===== src/rtl/acpf_pkg.sv =====
package acpf_pkg;

	localparam int unsigned MAX_CHECK_DIGITS_DEF = 9;
	localparam logic [7:0] DEVICE_ID_RESET = 8'd69;

	localparam logic [7:0] CH_HASH   = 8'h23;
	localparam logic [7:0] CH_DOLLAR = 8'h24;
	localparam logic [7:0] CH_E      = 8'h45;
	localparam logic [7:0] CH_O      = 8'h4F;
	localparam logic [7:0] CH_K      = 8'h4B;
	localparam logic [7:0] CH_R      = 8'h52;
	localparam logic [7:0] CH_C      = 8'h43;
	localparam logic [7:0] CH_L      = 8'h4C;
	localparam logic [7:0] CH_S      = 8'h53;
	localparam logic [7:0] CH_D      = 8'h44;
	localparam logic [7:0] CH_CR     = 8'h0D;
	localparam logic [7:0] CH_LF     = 8'h0A;
	localparam logic [7:0] CH_TAB    = 8'h09;
	localparam logic [7:0] CH_SPACE  = 8'h20;
	localparam logic [7:0] CH_ZERO   = 8'h30;
	localparam logic [7:0] CH_NINE   = 8'h39;

	typedef enum logic [2:0] {
		EV_NONE,
		EV_OK,
		EV_SETUP_ERR,
		EV_LINK_CLOSED,
		EV_FRAME_OK,
		EV_CHECK_BAD,
		EV_VALUE_BAD,
		EV_OTHER_DEV
	} evt_t;

	typedef enum logic [3:0] {
		SM_IDLE,
		SM_E,
		SM_ER,
		SM_ERR,
		SM_ERRO,
		SM_O,
		SM_OK,
		SM_OKCR,
		SM_C,
		SM_CL,
		SM_CLO,
		SM_CLOS,
		SM_CLOSE,
		SM_CLOSED,
		SM_CLOSEDCR
	} sm_state_t;

	typedef enum logic [3:0] {
		FP_IDLE,
		FP_DEV,
		FP_DATA,
		FP_CHECK,
		FP_C,
		FP_CL,
		FP_CLO,
		FP_CLOS,
		FP_CLOSE,
		FP_CLOSED,
		FP_CLOSEDCR
	} fp_state_t;

	typedef struct packed {
		logic       kind;
		logic [7:0] rx_byte;
		logic       suppress_error_match;
	} in_item_t;

	typedef struct packed {
		logic [2:0] event_res;
		logic       value;
		logic [7:0] frame_device;
		logic [7:0] computed_check;
		logic [7:0] received_check;
		logic       run_mode;
	} out_item_t;

	typedef struct packed {
		evt_t       ev;
		logic       value;
		logic [7:0] frame_device;
		logic [7:0] computed_check;
		logic [7:0] received_check;
	} frame_res_t;

endpackage


===== src/rtl/at_reply_and_frame_parser.sv =====
// Modem reply matcher and frame parser.
// The input channel (in_valid, in_ready, in_item) carries one received byte
// or a link-ready event per transfer. Every input transfer yields exactly one
// result transfer on the output channel (out_valid, out_ready, out_item).
// In setup mode the byte stream is matched against the OK, ERROR and CLOSED
// replies; after the link-ready event, frames of the form '#', device, data,
// decimal check, '$' are parsed until CLOSED CR LF returns to setup mode.
// The input transfer writes the input register; the parse logic then
// writes the result register, which drives out_valid.
// Throughput is one item per cycle while the receiver takes each result,
// limited only by the single result register and the state update of the
// matchers, which completes each cycle.
// When the receiver stalls, the result register holds and the input register
// fills; in_ready then drops until the result is taken.
// Reset clears both matchers, leaves setup mode active and loads device_id
// with 69. cfg_we and cfg_wdata write the device_id register. The user must
// write it only while no item is in flight; the block does not enforce it.
module at_reply_and_frame_parser #(
	parameter int unsigned MAX_CHECK_DIGITS = acpf_pkg::MAX_CHECK_DIGITS_DEF
) (
	input  logic                clk,
	input  logic                arst_n,
	input  logic                in_valid,
	output logic                in_ready,
	input  acpf_pkg::in_item_t  in_item,
	output logic                out_valid,
	input  logic                out_ready,
	output acpf_pkg::out_item_t out_item,
	input  logic                cfg_we,
	input  logic [7:0]          cfg_wdata
);
	import acpf_pkg::*;

	in_item_t   item_s1;
	logic       valid_s1;
	out_item_t  out_item_q;
	logic       out_valid_q;
	logic       link_q;
	logic       link_n;
	logic [7:0] device_id_q;

	logic       adv;
	logic       enter;
	logic       setup_step;
	logic       frame_step;
	logic       closed;
	evt_t       setup_ev;
	frame_res_t frame_res;
	out_item_t  res;

	assign adv        = valid_s1 && (!out_valid_q || out_ready);
	assign in_ready   = !valid_s1 || adv;
	assign enter      = item_s1.kind && !link_q;
	assign setup_step = adv && !item_s1.kind && !link_q;
	assign frame_step = adv && !item_s1.kind && link_q;
	assign closed     = frame_step && (frame_res.ev == EV_LINK_CLOSED);

	acpf_setup u_setup (
		.clk      (clk),
		.arst_n   (arst_n),
		.step     (setup_step),
		.clr      ((adv && enter) || closed),
		.rx_byte  (item_s1.rx_byte),
		.suppress (item_s1.suppress_error_match),
		.ev       (setup_ev)
	);

	acpf_frame #(
		.MAX_CHECK_DIGITS (MAX_CHECK_DIGITS)
	) u_frame (
		.clk       (clk),
		.arst_n    (arst_n),
		.step      (frame_step),
		.clr       (adv && enter),
		.rx_byte   (item_s1.rx_byte),
		.device_id (device_id_q),
		.res       (frame_res)
	);

	always_comb begin
		res    = '0;
		link_n = link_q;
		if (item_s1.kind) begin
			if (!link_q) begin
				link_n = 1'b1;
			end
		end else if (link_q) begin
			res.event_res      = frame_res.ev;
			res.value          = frame_res.value;
			res.frame_device   = frame_res.frame_device;
			res.computed_check = frame_res.computed_check;
			res.received_check = frame_res.received_check;
			if (frame_res.ev == EV_LINK_CLOSED) begin
				link_n = 1'b0;
			end
		end else begin
			res.event_res = setup_ev;
		end
		res.run_mode = link_n;
	end

	always_ff @(posedge clk or negedge arst_n) begin
		if (!arst_n) begin
			valid_s1    <= 1'b0;
			out_valid_q <= 1'b0;
			link_q      <= 1'b0;
			device_id_q <= DEVICE_ID_RESET;
		end else begin
			if (in_ready) begin
				valid_s1 <= in_valid;
			end
			if (adv) begin
				out_valid_q <= 1'b1;
				link_q      <= link_n;
			end else if (out_ready) begin
				out_valid_q <= 1'b0;
			end
			if (cfg_we) begin
				device_id_q <= cfg_wdata;
			end
		end
	end

	always_ff @(posedge clk) begin
		if (in_ready && in_valid) begin
			item_s1 <= in_item;
		end
		if (adv) begin
			out_item_q <= res;
		end
	end

	assign out_valid = out_valid_q;
	assign out_item  = out_item_q;

`ifndef ASSERT_OFF
	a_result_follows: assert property (@(posedge clk) disable iff (!arst_n)
		adv |=> out_valid_q)
		else $error("processed item produced no result");

	a_run_mode_tracks: assert property (@(posedge clk) disable iff (!arst_n)
		adv |=> out_item_q.run_mode == link_q)
		else $error("result run mode differs from link state");

	a_setup_events: assert property (@(posedge clk) disable iff (!arst_n)
		out_valid_q && (out_item_q.event_res == EV_OK ||
		out_item_q.event_res == EV_SETUP_ERR ||
		out_item_q.event_res == EV_LINK_CLOSED) |-> !out_item_q.run_mode)
		else $error("setup reply or close reported in run mode");

	a_frame_events: assert property (@(posedge clk) disable iff (!arst_n)
		out_valid_q && (out_item_q.event_res == EV_FRAME_OK ||
		out_item_q.event_res == EV_CHECK_BAD ||
		out_item_q.event_res == EV_VALUE_BAD ||
		out_item_q.event_res == EV_OTHER_DEV) |-> out_item_q.run_mode)
		else $error("frame result reported in setup mode");
`endif

endmodule


===== src/rtl/acpf_setup.sv =====
module acpf_setup (
	input  logic          clk,
	input  logic          arst_n,
	input  logic          step,
	input  logic          clr,
	input  logic [7:0]    rx_byte,
	input  logic          suppress,
	output acpf_pkg::evt_t ev
);
	import acpf_pkg::*;

	sm_state_t sm_q;
	sm_state_t sm_n;

	always_comb begin
		sm_n = SM_IDLE;
		unique case (sm_q)
			SM_E:        sm_n = (rx_byte == CH_R) ? SM_ER : SM_IDLE;
			SM_ER:       sm_n = (rx_byte == CH_R) ? SM_ERR : SM_IDLE;
			SM_ERR:      sm_n = (rx_byte == CH_O) ? SM_ERRO : SM_IDLE;
			SM_ERRO:     sm_n = SM_IDLE;
			SM_O:        sm_n = (rx_byte == CH_K) ? SM_OK : SM_IDLE;
			SM_OK:       sm_n = (rx_byte == CH_CR) ? SM_OKCR : SM_IDLE;
			SM_OKCR:     sm_n = SM_IDLE;
			SM_C:        sm_n = (rx_byte == CH_L) ? SM_CL : SM_IDLE;
			SM_CL:       sm_n = (rx_byte == CH_O) ? SM_CLO : SM_IDLE;
			SM_CLO:      sm_n = (rx_byte == CH_S) ? SM_CLOS : SM_IDLE;
			SM_CLOS:     sm_n = (rx_byte == CH_E) ? SM_CLOSE : SM_IDLE;
			SM_CLOSE:    sm_n = (rx_byte == CH_D) ? SM_CLOSED : SM_IDLE;
			SM_CLOSED:   sm_n = (rx_byte == CH_CR) ? SM_CLOSEDCR : SM_IDLE;
			SM_CLOSEDCR: sm_n = (rx_byte == CH_LF) ? SM_IDLE : SM_CLOSEDCR;
			default: begin
				priority if (rx_byte == CH_C) begin
					sm_n = SM_C;
				end else if (rx_byte == CH_E && !suppress) begin
					sm_n = SM_E;
				end else if (rx_byte == CH_O) begin
					sm_n = SM_O;
				end else begin
					sm_n = SM_IDLE;
				end
			end
		endcase
	end

	always_comb begin
		ev = EV_NONE;
		unique case (sm_q)
			SM_ERRO:     ev = (rx_byte == CH_R) ? EV_SETUP_ERR : EV_NONE;
			SM_OKCR:     ev = (rx_byte == CH_LF) ? EV_OK : EV_NONE;
			SM_CLOSEDCR: ev = (rx_byte == CH_LF) ? EV_SETUP_ERR : EV_NONE;
			default:     ev = EV_NONE;
		endcase
	end

	always_ff @(posedge clk or negedge arst_n) begin
		if (!arst_n) begin
			sm_q <= SM_IDLE;
		end else if (clr) begin
			sm_q <= SM_IDLE;
		end else if (step) begin
			sm_q <= sm_n;
		end
	end

endmodule


===== src/rtl/acpf_frame.sv =====
module acpf_frame #(
	parameter int unsigned MAX_CHECK_DIGITS = acpf_pkg::MAX_CHECK_DIGITS_DEF
) (
	input  logic                clk,
	input  logic                arst_n,
	input  logic                step,
	input  logic                clr,
	input  logic [7:0]          rx_byte,
	input  logic [7:0]          device_id,
	output acpf_pkg::frame_res_t res
);
	import acpf_pkg::*;

	localparam int unsigned DCW = $clog2(MAX_CHECK_DIGITS + 1);

	fp_state_t      fp_q;
	fp_state_t      fp_n;
	logic [7:0]     dev_q;
	logic [7:0]     data_q;
	logic [7:0]     xor_q;
	logic [7:0]     dec_q;
	logic [DCW-1:0] dc_q;
	logic           stop_q;

	logic [7:0]     dev_n;
	logic [7:0]     data_n;
	logic [7:0]     xor_n;
	logic [7:0]     dec_n;
	logic [DCW-1:0] dc_n;
	logic           stop_n;

	logic           is_digit;
	logic           is_space;
	logic [7:0]     val;

	assign is_digit = (rx_byte >= CH_ZERO) && (rx_byte <= CH_NINE);
	assign is_space = (rx_byte == CH_SPACE) || ((rx_byte >= CH_TAB) && (rx_byte <= CH_CR));
	assign val      = data_q - CH_ZERO;

	always_comb begin
		fp_n = FP_IDLE;
		unique case (fp_q)
			FP_DEV:      fp_n = FP_DATA;
			FP_DATA:     fp_n = FP_CHECK;
			FP_CHECK:    fp_n = (rx_byte == CH_DOLLAR) ? FP_IDLE : FP_CHECK;
			FP_C:        fp_n = (rx_byte == CH_L) ? FP_CL : FP_IDLE;
			FP_CL:       fp_n = (rx_byte == CH_O) ? FP_CLO : FP_IDLE;
			FP_CLO:      fp_n = (rx_byte == CH_S) ? FP_CLOS : FP_IDLE;
			FP_CLOS:     fp_n = (rx_byte == CH_E) ? FP_CLOSE : FP_IDLE;
			FP_CLOSE:    fp_n = (rx_byte == CH_D) ? FP_CLOSED : FP_IDLE;
			FP_CLOSED:   fp_n = (rx_byte == CH_CR) ? FP_CLOSEDCR : FP_IDLE;
			FP_CLOSEDCR: fp_n = FP_IDLE;
			default: begin
				priority if (rx_byte == CH_HASH) begin
					fp_n = FP_DEV;
				end else if (rx_byte == CH_C) begin
					fp_n = FP_C;
				end else begin
					fp_n = FP_IDLE;
				end
			end
		endcase
	end

	always_comb begin
		dev_n  = dev_q;
		data_n = data_q;
		xor_n  = xor_q;
		dec_n  = dec_q;
		dc_n   = dc_q;
		stop_n = stop_q;
		unique case (fp_q)
			FP_DEV: begin
				dev_n  = rx_byte;
				xor_n  = rx_byte;
				dec_n  = '0;
				dc_n   = '0;
				stop_n = 1'b0;
			end
			FP_DATA: begin
				data_n = rx_byte;
				xor_n  = xor_q ^ rx_byte;
			end
			FP_CHECK: begin
				if (rx_byte == CH_DOLLAR) begin
					dec_n  = '0;
					dc_n   = '0;
					stop_n = 1'b0;
				end else if (!stop_q) begin
					if (is_digit) begin
						if (dc_q < DCW'(MAX_CHECK_DIGITS)) begin
							dec_n = (dec_q << 3) + (dec_q << 1) + (rx_byte - CH_ZERO);
							dc_n  = dc_q + 1'b1;
						end else begin
							stop_n = 1'b1;
						end
					end else if (!(dc_q == '0 && is_space)) begin
						stop_n = 1'b1;
					end
				end
			end
			default: begin
				dev_n = dev_q;
			end
		endcase
	end

	always_comb begin
		res = '{ev: EV_NONE, value: 1'b0, frame_device: 8'd0,
			computed_check: 8'd0, received_check: 8'd0};
		unique case (fp_q)
			FP_CHECK: begin
				if (rx_byte == CH_DOLLAR) begin
					res.frame_device   = dev_q;
					res.computed_check = xor_q;
					res.received_check = dec_q;
					priority if (dev_q != device_id) begin
						res.ev = EV_OTHER_DEV;
					end else if (xor_q != dec_q) begin
						res.ev = EV_CHECK_BAD;
					end else if (val[7:1] != 7'd0) begin
						res.ev = EV_VALUE_BAD;
					end else begin
						res.ev    = EV_FRAME_OK;
						res.value = val[0];
					end
				end
			end
			FP_CLOSEDCR: begin
				res.ev = (rx_byte == CH_LF) ? EV_LINK_CLOSED : EV_NONE;
			end
			default: begin
				res.ev = EV_NONE;
			end
		endcase
	end

	always_ff @(posedge clk or negedge arst_n) begin
		if (!arst_n) begin
			fp_q   <= FP_IDLE;
			dev_q  <= '0;
			data_q <= '0;
			xor_q  <= '0;
			dec_q  <= '0;
			dc_q   <= '0;
			stop_q <= 1'b0;
		end else if (clr) begin
			fp_q <= FP_IDLE;
		end else if (step) begin
			fp_q   <= fp_n;
			dev_q  <= dev_n;
			data_q <= data_n;
			xor_q  <= xor_n;
			dec_q  <= dec_n;
			dc_q   <= dc_n;
			stop_q <= stop_n;
		end
	end

endmodule


===== config.mk =====
export PLATFORM = sky130hd
export DESIGN_NAME = at_reply_and_frame_parser
export DESIGN_NICKNAME = d
export VERILOG_FILES = /design/src/rtl/acpf_pkg.sv /design/src/rtl/at_reply_and_frame_parser.sv /design/src/rtl/acpf_setup.sv /design/src/rtl/acpf_frame.sv
export SDC_FILE = /design/constraint.sdc
export NUM_CORES = 1
export LEC_CHECK = 0
export BUFFER_PORTS_ARGS = -buffer_cell sky130_fd_sc_hd__buf_2
export CAP_MARGIN = 20
export CORE_MARGIN = 3
export CORE_UTILIZATION = 40
export CTS_CLUSTER_SIZE = 16
export DETAILED_ROUTE_END_ITERATION = 10
export GPL_ROUTABILITY_DRIVEN = 1
export PLACE_DENSITY = 0.56
export SYNTH_ARGS = -nofsm -noshare
export SYNTH_HDL_FRONTEND = slang
export SYNTH_SLANG_ARGS = --single-unit
export TNS_END_PERCENT = 30

===== constraint.sdc =====
create_clock -name clk -period 4.05 [get_ports clk]
set_clock_uncertainty 0.05 [all_clocks]
set_input_delay 0.81 -clock clk [delete_from_list [all_inputs] [get_ports clk]]
set_output_delay 0.81 -clock clk [all_outputs]
set_load 0.02 [all_outputs]

==> results of run 1 <==
==> synthesized netlist by cell type, drive strengths merged (3+ instances only) <==
library cell and count:
buf 11, dfstp 3, nor2 20, and2 25
ha 15, and4bb 3, nor3b 3, xnor2 15
o22ai 3, a21oi 23, o211ai 3, nand4 10
nor4 7, inv 23, and4b 3, mux2 17
a2111oi 3, o21ai 18, a311oi 3, a31oi 4
nor4b 5, nor2b 6, a22o 7, nand2b 15
edfxtp 39, nand2 50, o21bai 3, fa 5
o31ai 5, clkbuf 16, nor3 5, dfrtp 53
or4b 3, nand3 6, xor2 13, or3 4
mux2i 9
==> logic make-up (layout without fill, tap and decap cells) <==
| family | count (synthesis) | in the layout |
|---|---|---|
| simple gates | 178 | 178 |
| flops | 95 | 95 |
| compound gates | 89 | 89 |
| buf+inv | 50 | 96 |
| xor+xnor | 28 | 28 |
| mux | 26 | 26 |
| fa+ha+maj | 20 | 20 |
==> state kept, by name (all words and copies together) (netlist names), 4 cells and up <==
name / count
out_item: 29
item_s1: 10
device_id_q: 8
u_frame.data_q: 8
u_frame.dec_q: 8
u_frame.dev_q: 8
u_frame.xor_q: 8
u_frame.dc_q: 4
u_frame.fp_q: 4
u_setup.sm_q: 4
==> per-stage QoR <==
step	cells	hold slack [ns]	worst slack (ns)	total power, mW	cell area, sq um
2_1_floorplan	486	0.423	1.52	1.70	5300
3_3_place_gp	688	0.437	1.27	1.85	5670
4_1_cts	704	0.459	1.22	2.79	6000
3_5_place_dp	688	0.443	1.22	1.86	5670
5_1_grt	704	0.484	1.07	2.91	6000
6_report	704	0.458	1.22	2.76	6000
==> power by group through the flow <==
stage / clock, mW / sequential [mW] / combinational [mW]
after floorplan: 0 / 1.27 / 0.429
after global placement: 0 / 1.32 / 0.533
after detailed placement: 0 / 1.32 / 0.541
after CTS: 0.942 / 1.30 / 0.546
after global routing: 0.976 / 1.32 / 0.613
final: 0.918 / 1.30 / 0.541
==> path summary, 6_finish.rpt <==
kind                                                 end  slack (ns)                           from
max in group asynchronous   u_frame.xor_q[4]$_DFFE_PN0P_        2.60                         arst_n
min                        u_frame.data_q[0]$_DFFE_PN0P_        0.46  u_frame.data_q[0]$_DFFE_PN0P_
min in group asynchronous    u_frame.fp_q[3]$_DFFE_PN0P_        0.53                         arst_n
max reg2reg                 u_frame.dec_q[7]$_DFFE_PN0P_        1.22           item_s1[4]$_DFFE_PP_
min reg2reg                u_frame.data_q[0]$_DFFE_PN0P_        0.46  u_frame.data_q[0]$_DFFE_PN0P_
max                         u_frame.dec_q[7]$_DFFE_PN0P_        1.22           item_s1[4]$_DFFE_PP_
==> final cells by class <==
class	instances	area, sq um
Clock buffer	12	268
Clock inverter	4	56.3
Fill cell	1205	6780
Inverter	23	86.3
Multi-Input combinational cell	341	2500
Sequential cell	95	2580
Tap cell	172	215
Timing Repair Buffer	57	295
==> layer usage <==
| metal | GRT usage, % | vias to the layer above | wire length [microns] |
|---|---|---|---|
| li1 | - | 1842 | - |
| met1 | 23.9 | 1879 | 5690 |
| met2 | 26.2 | 110 | 5520 |
| met3 | 4.34 | 17 | 565 |
| met4 | 4.96 | 0 | 174 |
| met5 | 0 | - | 0 |
==> results.md, run 1 <==
* CTS tree: built
* Worst reg2reg path depth at 9
* CP dominant cell by count: sky130_fd_sc_hd__fa_1
* Fraction of power consumed by combinational cells at 19.6%
* Relative slew slack at 36.7%
* Clock insertion delay at the later pin of the skew report at 0.35 ns
* Power density normalized to cell area at 460 nW/um^2
* Mean area per synthesized cell at 10.9 sq um
* Number of logic stages on the critical path including buffering at 9
* Initial drt markers at 213
* Cell chosen for the clock root: sky130_fd_sc_hd__clkbuf_16
* Via/cell ratio at 5.47
* Fraction of power consumed by the clock network at 33.3%
* CTS sink cnt at 95
* Element type at the critical path end: flip-flop
* Vertical die dimension at 121 microns
* Worst path top cell family by delay: adder cells
* Overall die area at 14,700 sq um
* DRC violations left at 0
* Standard cell core area at 12,800 sq um
* Synth Warn # at 0
* Setup Buffers After CTS at 0
* Max-slew violation count at 0
* Sum Neg Setup Slack at 0 ns
* Final wirelength at 11,900 microns
* Post-synth EDFFs at 39
* First-pass GRT wire length at 19,400 microns
* Start-to-end type of the worst setup path: reg -> reg
* Fraction of the mapped netlist area in compound gates at 11.3%
* Endpoints failing setup at 0
* Number of nets produced by synthesis at 529
* Run status: finished clean
* Critical Path, Cell by Cell: fa_1, inv_1, fa_1, fa_1, inv_1, a21o_1, a21oi_1, xnor2_1, a22o_1
* Cell taking the most area after synthesis: sky130_fd_sc_hd__dfrtp_1
* Combinational family with the most area after synthesis: simple AND/OR/NAND/NOR gates
* Post-cts resize count at 0
* Total net switching power at 0.826 mW
* Routability cong. at 0.838
* Most used DFF post-synth: sky130_fd_sc_hd__dfrtp_1
* Mux cell area share after synthesis at 5.31%
* Hold_buf cts at 0
* Max Fanout on Critical Path at 15
* Fraction of layout instances using a drive strength above 1 at 21.1%
* Number of placed I/O pins at 54
* Max-Cap Viols at 0
* Final critical delay including setup and external delays at 2.83 ns
* Overall overflow remaining after global route at 0
* Synth Area in Simple Gates at 20.5%
* Synth Instances at 486
* Worst path required time at 4.24 ns
* Hold/Removal Path Class: reg -> reg
* Share of the synthesized area in the top cell type at 25.0%
* Iteration count of the initial detailed-routing pass at 5
* Net switching fraction of the power at 30.0%
* Remaining number of nets flagged by the antenna check after routing at 0
* Number of buffers inserted by port buffering at 53
* Crit-path slowest cell: sky130_fd_sc_hd__edfxtp_1
* CTS clock-pin slew for the worst setup and hold paths at 0.07 ns
* Worst slew pin tran at 0.950 ns
* Async set or reset register ratio after synthesis at 58.9%
* Via count of the first global-routing pass at 3,722
* CTS buffer count at 9
* Setup repair after global routing missed its margin: false
* Commonest cells after routing, fill and taps aside: 53 x sky130_fd_sc_hd__dfrtp_1, 53 x sky130_fd_sc_hd__buf_2, 50 x sky130_fd_sc_hd__nand2_1
* Initial core utilization at 41.5%
* Depth of the worst hold-timing path at 1
* Sequential share of power at 47.1%
* Worst path bufs/invs at 2
* Antenna Diode Count at 0
* Delay of the slowest critical-path stage at 0.62 ns
* Pint at 1.93 mW
* Leakage Power at 2.45 nW
* Final core utilization at 47.0%
* Largest net degree at the start of global routing at 37
* Total Nets Final at 570
* Routed wire per std cell at 17.0 microns
* Site row count at 41
* Post-synthesis sequential area ratio at 48.6%
* Count of different cell masters after synthesis at 72
* Xor and xnor area share after synthesis at 4.63%
* Count of vias placed by the detailed router at 3,848
* Number of hold violations in the final report at 0
* Die span in x at 121 microns
* Max Root-Sink Buffers at 2
* Kind of start point of the critical path: flip-flop
* Final cycle utilization of the critical path at 69.8%
* Detail Placement HPWL at 8520 microns
* Layout Area Growth over Synthesis at 13.2%
* Maximum resistive drop on vdd at 262 uV
* Worst Path Arrival at 3.02 ns
* Top cells by area in the synthesized netlist: sky130_fd_sc_hd__dfrtp_1 25%, sky130_fd_sc_hd__edfxtp_1 22%, sky130_fd_sc_hd__mux2_2 3.6%, sky130_fd_sc_hd__ha_1 3.5%, sky130_fd_sc_hd__nand2_1 3.5%
* Adder-cell share of the synthesized area at 5.43%
* Antenna violations before repair at 0
* Gr usage total at 17.1%
* Seq cells post-synth at 95
* Fmax at 354 MHz
* H-tree depth at 3
* Cell Area, Synth at 5300 sq um
Power figures use the tool's default switching activity.
==> run 2: changes to the inputs <==
--- a/config.mk
+++ b/config.mk
@@ -12,7 +12,7 @@
 export CTS_CLUSTER_SIZE = 16
 export DETAILED_ROUTE_END_ITERATION = 10
 export GPL_ROUTABILITY_DRIVEN = 1
-export PLACE_DENSITY = 0.56
+export PLACE_DENSITY = 0.58
 export SYNTH_ARGS = -nofsm -noshare
 export SYNTH_HDL_FRONTEND = slang
 export SYNTH_SLANG_ARGS = --single-unit
==> constraint.sdc (replaced) <==
create_clock -name clk -period 2.26 [get_ports clk]
set_clock_uncertainty 0.05 [all_clocks]
set_input_delay 0.452 -clock clk [delete_from_list [all_inputs] [get_ports clk]]
set_output_delay 0.452 -clock clk [all_outputs]
set_load 0.02 [all_outputs]
==> run 2 against run 1 <==
Against the previous run: the flow now finishes with violations (negative setup slack); sequential power up 73%; critical path depth unchanged; non-clock buffer count up 44; setup slack worse by 1.4 ns.
==> results.md, run 2 (synthesized netlist as in run 1, its figures left out) <==
* Setup repair after global routing missed its margin: true
* Via/cell ratio at 5.37
* Remaining number of nets flagged by the antenna check after routing at 0
* Via count of the first global-routing pass at 3,944
* Number of hold violations in the final report at 0
* Count of vias placed by the detailed router at 4,017
* Overall die area at 14,700 sq um
* Routability cong. at 0.874
* Worst Path Arrival at 2.65 ns
* H-tree depth at 3
* Largest register FFs at 29
* Final cycle utilization of the critical path at 109%
* Fraction of power consumed by the clock network at 29.3%
* Gr usage total at 18.2%
* Clock insertion delay at the later pin of the skew report at 0.35 ns
* Max Root-Sink Buffers at 2
* Power density normalized to cell area at 770 nW/um^2
* Fmax at 407 MHz
* Source of the worst register-to-register timing path: item_s1[5]$_DFFE_PP_
* Iteration count of the initial detailed-routing pass at 5
* Element type at the critical path end: flip-flop
* Cell chosen for the clock root: sky130_fd_sc_hd__clkbuf_16
* First-pass GRT wire length at 20,600 microns
* Max Fanout on Critical Path at 2
* CTS clock-pin slew for the worst setup and hold paths at 0.07 ns
* Net switching fraction of the power at 31.0%
* Delay of the slowest critical-path stage at 0.54 ns
* Crit-path slowest cell: sky130_fd_sc_hd__fa_1
* Site row count at 41
* Final wirelength at 12,600 microns
* Initial core utilization at 41.5%
* Fraction of layout instances using a drive strength above 1 at 29.0%
* Initial drt markers at 410
* Standard cell core area at 12,800 sq um
* Worst path top cell family by delay: adder cells
* Hold/Removal Path Class: in -> async
* Worst path required time at 2.45 ns
* Fraction of power consumed by combinational cells at 25.1%
* Antenna violations before repair at 0
* Maximum resistive drop on vdd at 449 uV
* Worst-case setup margin in the final layout at -0.196 ns
* Overall power at 4.93 mW
* Sum Neg Setup Slack at -0.408 ns
* Register-to-Register Setup Slack at -0.20 ns
* Commonest cells after routing, fill and taps aside: 53 x sky130_fd_sc_hd__dfrtp_1, 53 x sky130_fd_sc_hd__buf_2, 50 x sky130_fd_sc_hd__nand2_1
* Max-Cap Viols at 0
* CTS tree: built
* Pint at 3.40 mW
* Kind of start point of the critical path: flip-flop
* Endpoint of the worst register-to-register path: u_frame.dec_q[6]$_DFFE_PN0P_
* DP Worst Slack at -0.249 ns
* Endpoints failing setup at 3
* Total Nets Final at 614
* DRC violations left at 0
* Antenna Diode Count at 0
* CTS sink cnt at 95
* Overall overflow remaining after global route at 0
* Run status: complete, but fails checks
* Final critical delay including setup and external delays at 2.46 ns
* Vertical die dimension at 121 microns
* Number of buffers inserted by port buffering at 53
* Critical Path, Cell by Cell: inv_1, ha_1, fa_1, inv_1, ha_1, a21o_1, a21oi_2, xnor2_1, a32o_1
* Routed wire per std cell at 16.9 microns
* Die span in x at 121 microns
* Leakage Power at 2.67 nW
* Worst reg2reg path depth at 9
* Worst slew pin tran at 0.538 ns
* Relative slew slack at 63.8%
* Detail Placement HPWL at 9020 microns
* Start-to-end type of the worst setup path: reg -> reg
* Layout Area Growth over Synthesis at 20.7%
* Worst path bufs/invs at 2
* Max-slew violation count at 0
* Total net switching power at 1.53 mW
* Final core utilization at 50.1%
* Sequential share of power at 45.6%
* Largest net degree at the start of global routing at 57
* CTS buffer count at 9
* Number of placed I/O pins at 54
* Violated checks: negative setup slack
[run 2: how the worst max path moves through the flow]
stage	start	to	slack, ns	cells past startpoint
final	item_s1[5]$_DFFE_PP_	u_frame.dec_q[6]$_DFFE_PN0P_	-0.20	9
after global routing	u_frame.dec_q[0]$_DFFE_PN0P_	u_frame.dec_q[7]$_DFFE_PN0P_	-0.30	10
after CTS	u_frame.dec_q[0]$_DFFE_PN0P_	u_frame.dec_q[7]$_DFFE_PN0P_	-0.22	10
after detailed placement	item_s1[4]$_DFFE_PP_	u_frame.dec_q[7]$_DFFE_PN0P_	-0.25	10
after global placement	item_s1[4]$_DFFE_PP_	u_frame.dec_q[7]$_DFFE_PN0P_	-0.18	10
after floorplan	item_s1[4]$_DFFE_PP_	u_frame.dec_q[7]$_DFFE_PN0P_	-0.18	10
[run 2: stage by stage]
stage / hold slack [ns] / area (sq um) / instances
final: 0.0548 / 6400 / 748
after detailed placement: 0.437 / 6050 / 731
after CTS: 0.0646 / 6330 / 748
after global routing: 0.0783 / 6400 / 748
after floorplan: 0.106 / 5310 / 486
after global placement: 0.438 / 6050 / 731
[run 2: final cells by class]
cell class	instances	area, sq um
clock buffer	11	243
clock inverter	5	33.8
fill	1148	6380
inverter	23	86.3
multi-input combinational	341	2570
sequential	95	2580
tap	172	215
timing repair buffer	101	667
[run 2: power groups by stage]
| stage | Combinational [mW] | Clock, mW | Sequential, mW |
|---|---|---|---|
| after global placement | 1.16 | 0 | 2.27 |
| after floorplan | 0.775 | 0 | 2.28 |
| final | 1.24 | 1.45 | 2.25 |
| after detailed placement | 1.18 | 0 | 2.28 |
| after CTS | 1.19 | 1.49 | 2.25 |
| after global routing | 1.38 | 1.55 | 2.28 |
[run 2: metal layers]
metal / vias up / GRT usage (%) / share of wire [%]
li1: 1931 / - / -
met1: 1939 / 25.2 / 47
met2: 129 / 27.6 / 46
met3: 18 / 3.59 / 5.1
met4: 0 / 8.22 / 2.2
met5: - / 0 / 0
[run 2: timing repair]
| action | in CTS | in global routing |
|---|---|---|
| gates resized for setup | 0 | 10 |
| hold endpoints to repair | 0 | 0 |
| setup buffers | 1 | 0 |
| pin swaps | 6 | 2 |
| hold buffers | 0 | 0 |
| endpoints found under the setup margin | 4 | 29 |
==> run 3: changes to the inputs <==
--- a/config.mk
+++ b/config.mk
@@ -7,12 +7,14 @@
 export LEC_CHECK = 0
 export BUFFER_PORTS_ARGS = -buffer_cell sky130_fd_sc_hd__buf_2
 export CAP_MARGIN = 20
+export CELL_PAD_IN_SITES_DETAIL_PLACEMENT = 1
+export CELL_PAD_IN_SITES_GLOBAL_PLACEMENT = 2
 export CORE_MARGIN = 3
-export CORE_UTILIZATION = 40
+export CORE_UTILIZATION = 35
 export CTS_CLUSTER_SIZE = 16
 export DETAILED_ROUTE_END_ITERATION = 10
 export GPL_ROUTABILITY_DRIVEN = 1
-export PLACE_DENSITY = 0.58
+export PLACE_DENSITY = 0.73
 export SYNTH_ARGS = -nofsm -noshare
 export SYNTH_HDL_FRONTEND = slang
 export SYNTH_SLANG_ARGS = --single-unit
==> run 3 against run 2 <==
Against the previous run: the run still ends with negative setup slack left; combinational power up 4%; power rose by 6.0%; setup slack improved by 0.053 ns; register-to-register slack improved by 0.05 ns; core utilization decreased by 5.7 points; first-iteration DRC count down 41%; cell count grew 2.3%; clock-buffer cell count fell by 1; via count shrank 0.50%; routed wire length up 16%; largest cell class is now multi-input gates.
==> results.md, run 3 (synthesized netlist as in run 1, its figures left out) <==
* Largest net degree at the start of global routing at 39
* CTS buffer count at 9
* Kind of start point of the critical path: flip-flop
* Start-to-end type of the worst setup path: reg -> reg
* CTS tree: built
* Largest register FFs at 29
* Detail Placement HPWL at 10,800 microns
* Number of standard cells in the final layout excluding fillers at 765
* Die span in x at 129 microns
* Initial drt markers at 241
* Cell chosen for the clock root: sky130_fd_sc_hd__clkbuf_16
* Worst Path Arrival at 2.60 ns
* Register-to-Register Setup Slack at -0.14 ns
* Max-Cap Viols at 0
* Run status: complete, but fails checks
* Number of placed I/O pins at 54
* Clock insertion delay at the later pin of the skew report at 0.35 ns
* Overall die area at 16,700 sq um
* Cell area after placement at 6080 sq um
* Routability cong. at 0.817
* Worst path required time at 2.46 ns
* Count of vias placed by the detailed router at 3,997
* Remaining number of nets flagged by the antenna check after routing at 0
* Commonest cells after routing, fill and taps aside: 53 x sky130_fd_sc_hd__dfrtp_1, 53 x sky130_fd_sc_hd__buf_2, 50 x sky130_fd_sc_hd__nand2_1
* Violated checks: negative setup slack
* DP Worst Slack at -0.256 ns
* Post-route cell area at 6520 sq um
* Antenna Diode Count at 0
* Endpoints failing setup at 3
* Maximum resistive drop on vdd at 422 uV
* Max-slew violation count at 0
* Routed wire per std cell at 19.1 microns
* Max Fanout on Critical Path at 2
* CTS clock-pin slew for the worst setup and hold paths at 0.07 ns
* H-tree depth at 3
* Number of buffers inserted by port buffering at 53
* Max Root-Sink Buffers at 2
* Via/cell ratio at 5.22
* Antenna violations before repair at 0
* Via count of the first global-routing pass at 4,262
* Final critical delay including setup and external delays at 2.40 ns
* Gr usage total at 18.3%
* Hold/Removal Path Class: in -> async
* Worst hold-check slack at 0.0315 ns
* Power density normalized to cell area at 801 nW/um^2
* First-pass GRT wire length at 23,500 microns
* CTS sink cnt at 95
* Element type at the critical path end: flip-flop
* Standard cell core area at 14,700 sq um
* Source of the worst register-to-register timing path: u_frame.dec_q[0]$_DFFE_PN0P_
* Worst slew pin tran at 0.546 ns
* Worst reg2reg path depth at 10
* Worst-case setup margin in the final layout at -0.143 ns
* Total instance count after detailed placement at 744
* Vertical die dimension at 129 microns
* Total Nets Final at 619
* Hold_buf cts at 0
* Iteration count of the initial detailed-routing pass at 5
* Initial core utilization at 36.0%
* Overall power at 5.22 mW
* Final core utilization at 44.4%
* Setup repair after global routing missed its margin: true
* DRC violations left at 0
* Layout Area Growth over Synthesis at 23.1%
* Final cycle utilization of the critical path at 106%
* Number of hold violations in the final report at 0
* Site row count at 44
* Sum Neg Setup Slack at -0.384 ns
* Final wirelength at 14,600 microns
* Endpoint of the worst register-to-register path: u_frame.dec_q[7]$_DFFE_PN0P_
* Leakage Power at 2.72 nW
* Overall overflow remaining after global route at 0
* Relative slew slack at 63.6%
* Fmax at 416 MHz
* Fraction of layout instances using a drive strength above 1 at 30.5%
run 3: changes by cell type in the layout (fill, tap and decap cells not counted), sizes merged:
cell	delta
inv	+1
clkinvlp	-1
buf	+5
clkinv	-1
bufinv	+2
clkbuf	-1
run 3: metal layers:
metal | GRT usage (%) | share of wire [%] | up-vias
li1 | - | - | 1938
met1 | 24.7 | 46 | 1964
met2 | 29.9 | 48 | 79
met3 | 2.51 | 3.9 | 16
met4 | 6.98 | 1.9 | 0
met5 | 0 | 0 | -
run 3: repair_timing:
item / in CTS / in global routing
gates cloned: 0 / 0
gates resized for setup: 8 / 7
buffers inserted: 5 / 0
endpoints found under the setup margin: 4 / 26
endpoints found under the hold margin: 0 / 0
pin swaps: 11 / 3
run 3: area by class of cell:
type / count / area, sq um
inverters: 23 / 86.3
repair buffers: 106 / 713
flip-flops and latches: 95 / 2580
clock inverters: 6 / 91.3
fillers: 1633 / 8180
clock buffers: 10 / 229
multi-input cells: 341 / 2600
well taps: 184 / 230
run 3: power by group:
part           switching (mW)  internal [mW]  total (mW)  leakage (nW)
clock                   0.699          0.979        1.68         0.157
combinational           0.697          0.596        1.29          1.45
sequential              0.203           2.05        2.25          1.11
total                    1.60           3.62        5.22          2.72
run 3: worst max-delay path by stage:
stage | end | startpoint | slack, ns
final | u_frame.dec_q[7]$_DFFE_PN0P_ | u_frame.dec_q[0]$_DFFE_PN0P_ | -0.14
after global routing | u_frame.dec_q[7]$_DFFE_PN0P_ | u_frame.dec_q[0]$_DFFE_PN0P_ | -0.26
after CTS | u_frame.dec_q[6]$_DFFE_PN0P_ | u_frame.dec_q[0]$_DFFE_PN0P_ | -0.13
after detailed placement | u_frame.dec_q[7]$_DFFE_PN0P_ | item_s1[4]$_DFFE_PP_ | -0.26
after global placement | u_frame.dec_q[7]$_DFFE_PN0P_ | item_s1[4]$_DFFE_PP_ | -0.17
after floorplan | u_frame.dec_q[7]$_DFFE_PN0P_ | item_s1[4]$_DFFE_PP_ | -0.18
run 3: critical path, cell delays in order (launching register included):
cell and delay (ns):
sky130_fd_sc_hd__dfrtp_1 0.40, sky130_fd_sc_hd__fa_2 0.50, sky130_fd_sc_hd__ha_4 0.29, sky130_fd_sc_hd__ha_4 0.12
sky130_fd_sc_hd__inv_2 0.04, sky130_fd_sc_hd__fa_2 0.36, sky130_fd_sc_hd__inv_2 0.07, sky130_fd_sc_hd__a21o_1 0.13
sky130_fd_sc_hd__a21oi_2 0.06, sky130_fd_sc_hd__xnor2_1 0.12, sky130_fd_sc_hd__a22o_1 0.18
